--- src/hdl/nta_pkg.sv ---
// ----------------------------------------------------------------------------
// Nearest target aim angle: shared package
// Widths, register indexes, item types and the arctangent table used by the
// front end, the queue, the tracker and the CORDIC unit.
// ----------------------------------------------------------------------------
package nta_pkg;

   // Coordinate format, signed Q12.4.
   localparam int COORD_BITS      = 16;
   // Fraction bits of the output angle in degrees.
   localparam int ANGLE_FRAC_BITS = 7;
   // Number of CORDIC micro-rotations.
   localparam int CORDIC_STEPS    = 16;

   localparam int ANGLE_W       = 16;
   localparam int DIFF_W        = COORD_BITS + 1;
   localparam int SQ_W          = 2 * DIFF_W;
   localparam int DIST_W        = SQ_W + 1;
   localparam int PRESCALE_BITS = 24;
   localparam int CORDIC_W      = DIFF_W + PRESCALE_BITS + 3;
   localparam int ATAN_FRAC     = 16;
   localparam int ANGLE_ACC_W   = ATAN_FRAC + 11;
   localparam int ATAN_ENTRIES  = 24;
   localparam int ATAN_IDX_W    = $clog2(ATAN_ENTRIES);
   localparam int STEP_W        = $clog2(CORDIC_STEPS);

   localparam int QUEUE_DEPTH = 4;
   localparam int QIDX_W      = $clog2(QUEUE_DEPTH);

   // Configuration register indexes.
   localparam int CSR_IDX_W = 2;
   localparam logic [CSR_IDX_W-1:0] CSR_ORIGIN_X = 2'd0;
   localparam logic [CSR_IDX_W-1:0] CSR_ORIGIN_Y = 2'd1;
   localparam logic [CSR_IDX_W-1:0] CSR_ACTIVE   = 2'd2;

   typedef struct packed {
      logic signed [COORD_BITS-1:0] target_x;
      logic signed [COORD_BITS-1:0] target_y;
      logic                         has_target;
      logic                         last;
   } nta_item_type;

   typedef struct packed {
      logic empty;
      logic full;
   } nta_qstat_type;

   // atan(2^-i) in degrees, scaled by 2^16.
   function automatic logic [ANGLE_ACC_W-1:0] atan_lookup(input logic [ATAN_IDX_W-1:0] idx);
      logic [ANGLE_ACC_W-1:0] val;
      case (idx)
         5'd0:    val = ANGLE_ACC_W'(2949120);
         5'd1:    val = ANGLE_ACC_W'(1740967);
         5'd2:    val = ANGLE_ACC_W'(919879);
         5'd3:    val = ANGLE_ACC_W'(466945);
         5'd4:    val = ANGLE_ACC_W'(234379);
         5'd5:    val = ANGLE_ACC_W'(117304);
         5'd6:    val = ANGLE_ACC_W'(58666);
         5'd7:    val = ANGLE_ACC_W'(29335);
         5'd8:    val = ANGLE_ACC_W'(14668);
         5'd9:    val = ANGLE_ACC_W'(7334);
         5'd10:   val = ANGLE_ACC_W'(3667);
         5'd11:   val = ANGLE_ACC_W'(1833);
         5'd12:   val = ANGLE_ACC_W'(917);
         5'd13:   val = ANGLE_ACC_W'(458);
         5'd14:   val = ANGLE_ACC_W'(229);
         5'd15:   val = ANGLE_ACC_W'(115);
         5'd16:   val = ANGLE_ACC_W'(57);
         5'd17:   val = ANGLE_ACC_W'(29);
         5'd18:   val = ANGLE_ACC_W'(14);
         5'd19:   val = ANGLE_ACC_W'(7);
         5'd20:   val = ANGLE_ACC_W'(4);
         5'd21:   val = ANGLE_ACC_W'(2);
         5'd22:   val = ANGLE_ACC_W'(1);
         default: val = '0;
      endcase
      return val;
   endfunction

endpackage

--- src/hdl/nta_front.sv ---
// ----------------------------------------------------------------------------
// Nearest target aim angle: front end
// Accepts input items and keeps only those that matter to the tracker.
// ----------------------------------------------------------------------------
module nta_front import nta_pkg::*; (
   input  logic                         req_valid,
   output logic                         req_stall,
   input  logic signed [COORD_BITS-1:0] req_target_x,
   input  logic signed [COORD_BITS-1:0] req_target_y,
   input  logic                         req_has_target,
   input  logic                         req_last,
   input  logic                         active,
   input  nta_qstat_type                qstat,
   output logic                         push,
   output nta_item_type                 push_item
);

   logic accept;
   logic useful;

   // Items taken while disabled, and markers that do not close a frame, are dropped.
   assign req_stall = qstat.full;
   assign accept    = req_valid && !qstat.full;
   assign useful    = active && (req_has_target || req_last);
   assign push      = accept && useful;

   assign push_item.target_x   = req_target_x;
   assign push_item.target_y   = req_target_y;
   assign push_item.has_target = req_has_target;
   assign push_item.last       = req_last;

endmodule

--- src/hdl/nta_queue.sv ---
// ----------------------------------------------------------------------------
// Nearest target aim angle: item queue
// Short FIFO that decouples the front end from the tracker.
// ----------------------------------------------------------------------------
module nta_queue import nta_pkg::*; (
   input  logic          clock,
   input  logic          reset,
   input  logic          push,
   input  nta_item_type  push_item,
   input  logic          pop,
   output nta_item_type  head_item,
   output nta_qstat_type qstat
);

   nta_item_type        entry_ff [QUEUE_DEPTH];
   logic [QIDX_W-1:0]   wr_ptr_ff, wr_ptr_in;
   logic [QIDX_W-1:0]   rd_ptr_ff, rd_ptr_in;
   logic [QIDX_W:0]     count_ff,  count_in;

   assign qstat.empty = (count_ff == '0);
   assign qstat.full  = (count_ff == (QIDX_W+1)'(QUEUE_DEPTH));
   assign head_item   = entry_ff[rd_ptr_ff];

   always_comb begin
      wr_ptr_in = push ? wr_ptr_ff + 1'b1 : wr_ptr_ff;
      rd_ptr_in = pop  ? rd_ptr_ff + 1'b1 : rd_ptr_ff;
      count_in  = count_ff;
      if (push && !pop) begin
         count_in = count_ff + 1'b1;
      end else if (pop && !push) begin
         count_in = count_ff - 1'b1;
      end
   end

   always_ff @(posedge clock) begin
      if (reset) begin
         wr_ptr_ff <= '0;
         rd_ptr_ff <= '0;
         count_ff  <= '0;
      end else begin
         wr_ptr_ff <= wr_ptr_in;
         rd_ptr_ff <= rd_ptr_in;
         count_ff  <= count_in;
      end
   end

   always_ff @(posedge clock) begin
      if (push) begin
         entry_ff[wr_ptr_ff] <= push_item;
      end
   end

`ifndef NO_ASSERTIONS
   a_no_overflow: assert property (@(posedge clock) disable iff (reset)
      push |-> !qstat.full)
      else $error("queue written while full");
   a_no_underflow: assert property (@(posedge clock) disable iff (reset)
      pop |-> !qstat.empty)
      else $error("queue read while empty");
`endif

endmodule

--- src/hdl/nta_cordic.sv ---
// ----------------------------------------------------------------------------
// Nearest target aim angle: CORDIC vectoring unit
// Iterative atan2 in degrees, one micro-rotation per cycle, then rounding.
// ----------------------------------------------------------------------------
module nta_cordic import nta_pkg::*; (
   input  logic                      clock,
   input  logic                      reset,
   input  logic                      start,
   input  logic signed [DIFF_W-1:0]  dx,
   input  logic signed [DIFF_W-1:0]  dy,
   output logic                      done,
   output logic signed [ANGLE_W-1:0] angle
);

   localparam int SHIFT     = ATAN_FRAC - ANGLE_FRAC_BITS;
   localparam int LIMIT     = 180 << ANGLE_FRAC_BITS;
   localparam int ANG_MAX_I = (LIMIT < 32767) ? LIMIT : 32767;
   localparam int ANG_MIN_I = (-LIMIT > -32768) ? -LIMIT : -32768;
   localparam logic signed [ANGLE_ACC_W:0] RND_C   = (ANGLE_ACC_W+1)'(1 << (SHIFT - 1));
   localparam logic signed [ANGLE_ACC_W:0] ANG_MAX = (ANGLE_ACC_W+1)'(ANG_MAX_I);
   localparam logic signed [ANGLE_ACC_W:0] ANG_MIN = (ANGLE_ACC_W+1)'(ANG_MIN_I);
   localparam logic signed [ANGLE_ACC_W-1:0] Z_HALF_TURN = ANGLE_ACC_W'(180 << ATAN_FRAC);
   localparam int EXT_W = CORDIC_W - DIFF_W - PRESCALE_BITS;

   logic                          busy_ff,  busy_in;
   logic                          fin_ff,   fin_in;
   logic                          done_ff,  done_in;
   logic [STEP_W-1:0]             step_ff,  step_in;
   logic signed [CORDIC_W-1:0]    x_ff,     x_in;
   logic signed [CORDIC_W-1:0]    y_ff,     y_in;
   logic signed [ANGLE_ACC_W-1:0] z_ff,     z_in;
   logic signed [ANGLE_W-1:0]     angle_ff, angle_in;

   logic signed [CORDIC_W-1:0]    x_start, y_start, x_shift, y_shift;
   logic signed [ANGLE_ACC_W-1:0] atan_val;
   logic signed [ANGLE_ACC_W:0]   z_sum, z_round, z_clamp;

   assign x_start  = {{EXT_W{dx[DIFF_W-1]}}, dx, {PRESCALE_BITS{1'b0}}};
   assign y_start  = {{EXT_W{dy[DIFF_W-1]}}, dy, {PRESCALE_BITS{1'b0}}};
   assign x_shift  = x_ff >>> step_ff;
   assign y_shift  = y_ff >>> step_ff;
   assign atan_val = signed'(atan_lookup(ATAN_IDX_W'(step_ff)));

   always_comb begin
      z_sum   = {z_ff[ANGLE_ACC_W-1], z_ff} + RND_C;
      z_round = z_sum >>> SHIFT;
      if (z_round > ANG_MAX) begin
         z_clamp = ANG_MAX;
      end else if (z_round < ANG_MIN) begin
         z_clamp = ANG_MIN;
      end else begin
         z_clamp = z_round;
      end
   end

   always_comb begin
      busy_in  = busy_ff;
      fin_in   = 1'b0;
      done_in  = 1'b0;
      step_in  = step_ff;
      x_in     = x_ff;
      y_in     = y_ff;
      z_in     = z_ff;
      angle_in = angle_ff;
      if (start) begin
         busy_in = 1'b1;
         step_in = '0;
         if (dx[DIFF_W-1]) begin
            // Left half plane: mirror through the origin and start from +-180 degrees.
            x_in = -x_start;
            y_in = -y_start;
            z_in = dy[DIFF_W-1] ? -Z_HALF_TURN : Z_HALF_TURN;
         end else begin
            x_in = x_start;
            y_in = y_start;
            z_in = '0;
         end
      end else if (busy_ff) begin
         if (y_ff > 0) begin
            x_in = x_ff + y_shift;
            y_in = y_ff - x_shift;
            z_in = z_ff + atan_val;
         end else if (y_ff < 0) begin
            x_in = x_ff - y_shift;
            y_in = y_ff + x_shift;
            z_in = z_ff - atan_val;
         end
         step_in = step_ff + 1'b1;
         if (step_ff == STEP_W'(CORDIC_STEPS - 1)) begin
            busy_in = 1'b0;
            fin_in  = 1'b1;
         end
      end else if (fin_ff) begin
         angle_in = ANGLE_W'(z_clamp);
         done_in  = 1'b1;
      end
   end

   always_ff @(posedge clock) begin
      if (reset) begin
         busy_ff <= 1'b0;
         fin_ff  <= 1'b0;
         done_ff <= 1'b0;
      end else begin
         busy_ff <= busy_in;
         fin_ff  <= fin_in;
         done_ff <= done_in;
      end
   end

   always_ff @(posedge clock) begin
      step_ff  <= step_in;
      x_ff     <= x_in;
      y_ff     <= y_in;
      z_ff     <= z_in;
      angle_ff <= angle_in;
   end

   assign done  = done_ff;
   assign angle = angle_ff;

`ifndef NO_ASSERTIONS
   a_start_idle: assert property (@(posedge clock) disable iff (reset)
      start |-> !busy_ff && !fin_ff && !done_ff)
      else $error("CORDIC started while a run is in progress");
`endif

endmodule

--- src/hdl/nta_track.sv ---
// ----------------------------------------------------------------------------
// Nearest target aim angle: tracker
// Squared distance compare per target, frame-end sequencing and result register.
// ----------------------------------------------------------------------------
module nta_track import nta_pkg::*; (
   input  logic                         clock,
   input  logic                         reset,
   input  logic signed [COORD_BITS-1:0] origin_x,
   input  logic signed [COORD_BITS-1:0] origin_y,
   input  nta_item_type                 head_item,
   input  nta_qstat_type                qstat,
   output logic                         pop,
   output logic                         rsp_valid,
   input  logic                         rsp_stall,
   output logic                         rsp_found,
   output logic signed [ANGLE_W-1:0]    rsp_angle
);

   typedef enum logic [5:0] {
      ST_IDLE = 6'b000001,
      ST_MUL  = 6'b000010,
      ST_CMP  = 6'b000100,
      ST_FEND = 6'b001000,
      ST_ROT  = 6'b010000,
      ST_OUT  = 6'b100000
   } nta_state_type;

   nta_state_type                 state_ff, state_in;
   logic signed [DIFF_W-1:0]      dx_ff, dx_in;
   logic signed [DIFF_W-1:0]      dy_ff, dy_in;
   logic signed [COORD_BITS-1:0]  cur_x_ff, cur_x_in;
   logic signed [COORD_BITS-1:0]  cur_y_ff, cur_y_in;
   logic                          has_ff, has_in;
   logic                          last_ff, last_in;
   logic [SQ_W-1:0]               sqx_ff, sqx_in;
   logic [SQ_W-1:0]               sqy_ff, sqy_in;
   logic [DIST_W-1:0]             best_dist_ff, best_dist_in;
   logic signed [COORD_BITS-1:0]  best_x_ff, best_x_in;
   logic signed [COORD_BITS-1:0]  best_y_ff, best_y_in;
   logic                          any_seen_ff, any_seen_in;
   logic signed [ANGLE_W-1:0]     held_angle_ff, held_angle_in;
   logic                          rsp_valid_ff, rsp_valid_in;
   logic                          rsp_found_ff, rsp_found_in;
   logic signed [ANGLE_W-1:0]     rsp_angle_ff, rsp_angle_in;

   logic signed [SQ_W-1:0]        prod_x, prod_y;
   logic [DIST_W-1:0]             sum_sq;
   logic signed [DIFF_W-1:0]      head_dx, head_dy, best_dx, best_dy;
   logic                          cordic_start, cordic_done, out_load;
   logic signed [ANGLE_W-1:0]     cordic_angle;

   assign prod_x  = dx_ff * dx_ff;
   assign prod_y  = dy_ff * dy_ff;
   assign sum_sq  = {1'b0, sqx_ff} + {1'b0, sqy_ff};
   assign head_dx = {head_item.target_x[COORD_BITS-1], head_item.target_x}
                  - {origin_x[COORD_BITS-1], origin_x};
   assign head_dy = {head_item.target_y[COORD_BITS-1], head_item.target_y}
                  - {origin_y[COORD_BITS-1], origin_y};
   assign best_dx = {best_x_ff[COORD_BITS-1], best_x_ff} - {origin_x[COORD_BITS-1], origin_x};
   assign best_dy = {best_y_ff[COORD_BITS-1], best_y_ff} - {origin_y[COORD_BITS-1], origin_y};

   nta_cordic u_cordic (
      .clock (clock),
      .reset (reset),
      .start (cordic_start),
      .dx    (best_dx),
      .dy    (best_dy),
      .done  (cordic_done),
      .angle (cordic_angle)
   );

   always_comb begin
      state_in      = state_ff;
      dx_in         = dx_ff;
      dy_in         = dy_ff;
      cur_x_in      = cur_x_ff;
      cur_y_in      = cur_y_ff;
      has_in        = has_ff;
      last_in       = last_ff;
      sqx_in        = sqx_ff;
      sqy_in        = sqy_ff;
      best_dist_in  = best_dist_ff;
      best_x_in     = best_x_ff;
      best_y_in     = best_y_ff;
      any_seen_in   = any_seen_ff;
      held_angle_in = held_angle_ff;
      rsp_found_in  = rsp_found_ff;
      rsp_angle_in  = rsp_angle_ff;
      pop           = 1'b0;
      cordic_start  = 1'b0;
      out_load      = 1'b0;

      unique case (state_ff)
         ST_IDLE: begin
            if (!qstat.empty) begin
               pop      = 1'b1;
               state_in = ST_MUL;
            end
         end
         ST_MUL: begin
            sqx_in   = unsigned'(prod_x);
            sqy_in   = unsigned'(prod_y);
            state_in = ST_CMP;
         end
         ST_CMP: begin
            // Strict compare keeps the first of equally distant targets.
            if (has_ff && (!any_seen_ff || sum_sq < best_dist_ff)) begin
               best_dist_in = sum_sq;
               best_x_in    = cur_x_ff;
               best_y_in    = cur_y_ff;
               any_seen_in  = 1'b1;
            end
            if (last_ff) begin
               state_in = ST_FEND;
            end else if (!qstat.empty) begin
               pop      = 1'b1;
               state_in = ST_MUL;
            end else begin
               state_in = ST_IDLE;
            end
         end
         ST_FEND: begin
            if (any_seen_ff) begin
               cordic_start = 1'b1;
               state_in     = ST_ROT;
            end else begin
               state_in = ST_OUT;
            end
         end
         ST_ROT: begin
            if (cordic_done) begin
               held_angle_in = cordic_angle;
               state_in      = ST_OUT;
            end
         end
         ST_OUT: begin
            if (!rsp_valid_ff || !rsp_stall) begin
               out_load     = 1'b1;
               rsp_found_in = any_seen_ff;
               rsp_angle_in = held_angle_ff;
               any_seen_in  = 1'b0;
               best_dist_in = '1;
               state_in     = ST_IDLE;
            end
         end
         default: begin
            state_in = ST_IDLE;
         end
      endcase

      if (pop) begin
         dx_in    = head_dx;
         dy_in    = head_dy;
         cur_x_in = head_item.target_x;
         cur_y_in = head_item.target_y;
         has_in   = head_item.has_target;
         last_in  = head_item.last;
      end

      rsp_valid_in = out_load || (rsp_valid_ff && rsp_stall);
   end

   always_ff @(posedge clock) begin
      if (reset) begin
         state_ff      <= ST_IDLE;
         any_seen_ff   <= 1'b0;
         best_dist_ff  <= '1;
         held_angle_ff <= '0;
         rsp_valid_ff  <= 1'b0;
      end else begin
         state_ff      <= state_in;
         any_seen_ff   <= any_seen_in;
         best_dist_ff  <= best_dist_in;
         held_angle_ff <= held_angle_in;
         rsp_valid_ff  <= rsp_valid_in;
      end
   end

   always_ff @(posedge clock) begin
      dx_ff        <= dx_in;
      dy_ff        <= dy_in;
      cur_x_ff     <= cur_x_in;
      cur_y_ff     <= cur_y_in;
      has_ff       <= has_in;
      last_ff      <= last_in;
      sqx_ff       <= sqx_in;
      sqy_ff       <= sqy_in;
      best_x_ff    <= best_x_in;
      best_y_ff    <= best_y_in;
      rsp_found_ff <= rsp_found_in;
      rsp_angle_ff <= rsp_angle_in;
   end

   assign rsp_valid = rsp_valid_ff;
   assign rsp_found = rsp_found_ff;
   assign rsp_angle = rsp_angle_ff;

`ifndef NO_ASSERTIONS
   a_result_from_out: assert property (@(posedge clock) disable iff (reset)
      $rose(rsp_valid_ff) |-> $past(state_ff == ST_OUT))
      else $error("result raised outside the output state");
   a_frame_cleared: assert property (@(posedge clock) disable iff (reset)
      out_load |=> !any_seen_ff && state_ff == ST_IDLE)
      else $error("frame state not cleared after result");
   a_cordic_only_found: assert property (@(posedge clock) disable iff (reset)
      cordic_start |-> any_seen_ff)
      else $error("angle computed for an empty frame");
`endif

endmodule

--- src/hdl/nearest_target_aim_angle.sv ---
// The tracker subtracts, squares and compares each queued target in turn,
// and can take the next item from the queue during the compare; it runs one
// CORDIC angle computation at the end of each frame that has a target.
// Reset is synchronous, active high: origin 0, disabled, queue empty, held angle 0.
// ----------------------------------------------------------------------------
// Nearest target aim angle: top level
// Tracks the target nearest to a configured origin over a frame and reports
// the aim angle to it in degrees (signed, ANGLE_FRAC_BITS fraction bits).
// ----------------------------------------------------------------------------
//
// Structure: the front end accepts items and drops those that cannot change
// anything (any item while disabled, and markers that do not end a frame).
// The remaining items wait in a four-entry queue, so input is still accepted
// while the tracker is busy with a frame end, until the queue fills. The
// tracker computes the squared distance of each target to the origin, keeps
// the first nearest one, and at the end of a frame runs the iterative CORDIC
// unit to get atan2 of the offset. The result sits in an output register, so
// the tracker goes on with the next frame while a result waits to be taken.
//
// Configuration writes are always ready and take effect on the next cycle.
module nearest_target_aim_angle import nta_pkg::*; (
   input  logic                         clock,
   input  logic                         reset,
   // Input item channel
   input  logic                         req_valid,
   output logic                         req_stall,
   input  logic signed [COORD_BITS-1:0] req_target_x,
   input  logic signed [COORD_BITS-1:0] req_target_y,
   input  logic                         req_has_target,
   input  logic                         req_last,
   // Result item channel
   output logic                         rsp_valid,
   input  logic                         rsp_stall,
   output logic                         rsp_found,
   output logic signed [ANGLE_W-1:0]    rsp_angle,
   // Configuration write channel
   input  logic                         csr_valid,
   output logic                         csr_ready,
   input  logic [CSR_IDX_W-1:0]         csr_index,
   input  logic [COORD_BITS-1:0]        csr_wdata
);

   logic signed [COORD_BITS-1:0] origin_x_ff, origin_x_in;
   logic signed [COORD_BITS-1:0] origin_y_ff, origin_y_in;
   logic                         active_ff,   active_in;

   nta_qstat_type qstat;
   nta_item_type  push_item, head_item;
   logic          push, pop;

   // Registers are written directly; the index beyond the list is ignored.
   assign csr_ready = 1'b1;

   always_comb begin
      origin_x_in = origin_x_ff;
      origin_y_in = origin_y_ff;
      active_in   = active_ff;
      if (csr_valid && csr_ready) begin
         unique case (csr_index)
            CSR_ORIGIN_X: origin_x_in = signed'(csr_wdata);
            CSR_ORIGIN_Y: origin_y_in = signed'(csr_wdata);
            CSR_ACTIVE:   active_in   = csr_wdata[0];
            default:      active_in   = active_ff;
         endcase
      end
   end

   always_ff @(posedge clock) begin
      if (reset) begin
         origin_x_ff <= '0;
         origin_y_ff <= '0;
         active_ff   <= 1'b0;
      end else begin
         origin_x_ff <= origin_x_in;
         origin_y_ff <= origin_y_in;
         active_ff   <= active_in;
      end
   end

   nta_front u_front (
      .req_valid      (req_valid),
      .req_stall      (req_stall),
      .req_target_x   (req_target_x),
      .req_target_y   (req_target_y),
      .req_has_target (req_has_target),
      .req_last       (req_last),
      .active         (active_ff),
      .qstat          (qstat),
      .push           (push),
      .push_item      (push_item)
   );

   nta_queue u_queue (
      .clock     (clock),
      .reset     (reset),
      .push      (push),
      .push_item (push_item),
      .pop       (pop),
      .head_item (head_item),
      .qstat     (qstat)
   );

   nta_track u_track (
      .clock     (clock),
      .reset     (reset),
      .origin_x  (origin_x_ff),
      .origin_y  (origin_y_ff),
      .head_item (head_item),
      .qstat     (qstat),
      .pop       (pop),
      .rsp_valid (rsp_valid),
      .rsp_stall (rsp_stall),
      .rsp_found (rsp_found),
      .rsp_angle (rsp_angle)
   );

endmodule
--- config.mk ---
export PLATFORM = sky130hd
export DESIGN_NAME = nearest_target_aim_angle
export DESIGN_NICKNAME = d
export VERILOG_FILES = /design/src/hdl/nta_pkg.sv /design/src/hdl/nta_front.sv /design/src/hdl/nta_queue.sv /design/src/hdl/nta_cordic.sv /design/src/hdl/nta_track.sv /design/src/hdl/nearest_target_aim_angle.sv
export SDC_FILE = /design/constraint.sdc
export NUM_CORES = 2
export LEC_CHECK = 0
export ABC_AREA = 1
export CORE_MARGIN = 1.5
export CORE_UTILIZATION = 44
export CTS_CLUSTER_SIZE = 28
export DETAILED_ROUTE_END_ITERATION = 10
export DONT_BUFFER_PORTS = 1
export GPL_TIMING_DRIVEN = 0
export PLACE_DENSITY = 0.69
export SLEW_MARGIN = 20
export SYNTH_ARGS = -nofsm -noshare
export SYNTH_HDL_FRONTEND = slang
export SYNTH_HIERARCHICAL = 1
export SYNTH_SLANG_ARGS = --single-unit
export TNS_END_PERCENT = 20
--- constraint.sdc ---
create_clock -name clock -period 9.4 [get_ports clock]
set_clock_uncertainty 0.2 [all_clocks]
set_input_delay 1.88 -clock clock [delete_from_list [all_inputs] [get_ports clock]]
set_output_delay 1.88 -clock clock [all_outputs]
set_load 0.05 [all_outputs]
==> impl_results.md <==
- EDFF count, synth: 450
- Area of the mapped netlist: 63,100 sq um
- Main synth FF type: edfxtp_1
- Warnings from Yosys: 6
- Run status: finished clean
- Yosys reg bits: 580
- Post-synth ARST share: 0%
- Pre-antenna DRT Iters: 6
- Initial antenna violation count: 6
- Largest net degree at the start of global routing: 67
- # IOs: 77
- Final net count: 9,326
- Req. time, crit path: 9.59 ns
- Share of layout cells above drive strength 1: 5.25%
- CP arrival: 8.18 ns
- Die X-Extent: 382 um
- Most frequent cells in the layout: 1,779 x nand2_1, 1,476 x inv_1, 690 x nor2_1
- Core Rows: 138
- Die Y: 382 um
- HP Class: flop to flop
- Post-CTS Hold Fix Bufs: 0
- Hold Vio Cnt, Final: 0
- F_max: 125 MHz
- DR vias: 55,500
- Fin. max-slew vios: 0
- Via-to-Cell Ratio: 5.43
- Clock tree buffer depth: 3
- Syn nets: 9,240
- Final worst-path cycle share: 85.0%
- Setup crit end kind: flop
- Die Area: 146,000 sq um
- CTS clock-pin slew for the worst setup and hold paths: 0.06 ns
- Ant diodes: 0
- Mean Syn Cell Area: 7.70 sq um
- Post-CTS setup buffer count: 0
- Synth Instances: 8,198
- Final setup violation count: 0
- Drt initial violations: 5,069
- Vias in the first global route: 54,900
- Tot GR Track Use: 27.7%
- DP Wirelength: 168,000 um
- Global-route wire length before repair: 313,000 um
- WS Path Type: flop to flop
- CTS tree: yes
- Critical path startpoint category: flop
- Netlist cell types: 70
- RSZ-0062 raised after global routing: no
- Root Buffer: clkbuf_16
- H-tree depth: 3
- Total gr overflow: 0
- Inserted Clock Buffers: 71
- Clock Latency Late Sink: 0.68 ns
- Layout Area Growth over Synthesis: 7.87%
- Worst setup margin: 1.41 ns
- CP max FO: 10
- Clock sinks: 580
- Average wire per standard cell: 19.9 um
- Total of max-cap violations: 0
- Post-synthesis sequential area ratio: 25.5%
- Buffers on Ports: 0
- Antenna-violating nets left: 0
- Total wire length: 203,000 um
- CTS resizes: 0
- DP Worst Slack: 1.71 ns
- Initial core utilization: 44.5%
- Drt drc: 0
- RePlAce Congestion: 1.00
- Worst Tran Pin Value: 1.22 ns
- Commonest non-fill, non-tap cell in the layout: nand2_1
- Final Critical Period: 7.99 ns
- Post-layout util: 48.0%
- Core Area: 142,000 sq um
- FILL cells: 14,100
- Slew margin rel.: 18.8%
-- stage by stage --
stage	hold slack, ns	setup TNS [ns]	cells	instance area (sq um)
floorplan	0.200	0	8198	63100
global placement	0.201	-468.08	10100	65500
detailed placement	0.205	0	10100	65800
CTS	0.213	0	10200	68100
global route	0.214	0	10200	68100
finish	0.215	0	10200	68100
-- kinds of logic (layout without fill, tap and decap cells) --
| family | after synthesis | after routing | share of synthesized area [%] |
|---|---|---|---|
| and+or+nand+nor | 3394 | 3394 | 22.7 |
| buffers and inverters | 1775 | 1919 | 11.3 |
| AOI/OAI and AO/OA | 1187 | 1187 | 10.6 |
| adders and majority gates | 985 | 985 | 25.9 |
| DFF | 580 | 580 | 25.5 |
| xor gates and xnor gates | 273 | 273 | 3.79 |
| muxes | 3 | 3 | 0.0476 |
| other | 1 | 1 | 0.00594 |
-- routing by layer --
layer / global-route usage [%] / wire [um] / vias up
li1: - / - / 26500
met1: 38.9 / 91600 / 26700
met2: 43.4 / 89200 / 2050
met3: 5.71 / 17000 / 292
met4: 7.27 / 5520 / 2
met5: 0 / 8 / -
-- final timing paths --
kind                                  start                         to  slack, ns  cells after the start
setup reg to reg  u_track/u_cordic/y_ff[43]  u_track/u_cordic/y_ff[26]       1.41                     21
hold / removal         u_track/cur_x_ff[15]      u_track/best_x_ff[15]       0.21                      0
hold reg to reg        u_track/cur_x_ff[15]      u_track/best_x_ff[15]       0.21                      0
setup / recovery  u_track/u_cordic/y_ff[43]  u_track/u_cordic/y_ff[26]       1.41                     21
-- registers in the layout, summed over array words and instances (netlist names), 17 cells and up, named ones only --
signal and cells:
u_track/u_cordic/y_ff 44, u_track/sqx_ff 33, u_track/u_cordic/x_ff 44, u_queue/entry_ff 136, u_track/sqy_ff 33, u_track/dy_ff 17
u_track/best_dist_ff 35, u_track/dx_ff 17, u_track/u_cordic/atan_val 22, u_track/u_cordic/z_ff 27
-- synth_stat cells, types with 49 or more instances --
library cell | n | area [sq um]
inv_1 | 1482 | 5560
xor2_1 | 174 | 1520
clkbuf_1 | 112 | 420
dfxtp_1 | 130 | 2600
buf_2 | 60 | 300
nor3_1 | 73 | 365
nand4_1 | 64 | 400
nand3_1 | 620 | 3100
o21ai_1 | 61 | 305
edfxtp_1 | 450 | 13500
nand2_1 | 1779 | 6680
nor2_1 | 692 | 2600
o21ai_0 | 387 | 1940
xnor2_1 | 99 | 867
a21oi_1 | 472 | 2360
ha_1 | 445 | 5570
fa_1 | 540 | 10800
buf_4 | 49 | 368
-- cell type report --
class	count	area [sq um]	share of cell area (%)
plain buffers	273	1500	2.21
clock buffers	95	1930	2.84
clock inverters	36	333	0.489
inverters	1502	5650	8.30
multi-input cells	5843	39900	58.6
flip-flops and latches	580	16100	23.7
well taps	1890	2360	3.47
repair buffers	13	297	0.436
-- worst max-delay path: stages (launching register included) --
cell and delay, ns:
edfxtp_1 0.33, clkbuf_1 0.50, nor4_1 0.12, nand3_1 0.17, nor2_1 0.07, nand2_1 0.11
nand2_1 0.38, inv_2 0.38, clkbuf_1 0.92, clkbuf_1 0.91, o21ai_0 0.37, fa_1 0.53
nand2_1 0.10, nand2_1 0.05, o21ai_0 0.22, o21ai_0 0.49, nand3_1 0.20, nand3_1 0.15
a21oi_1 0.34, o21ai_0 0.29, o21ai_0 0.64, o21ai_0 0.19
Power is not shown: default switching activity piles up to over one toggle a cycle in this logic, so the estimate is an artifact.
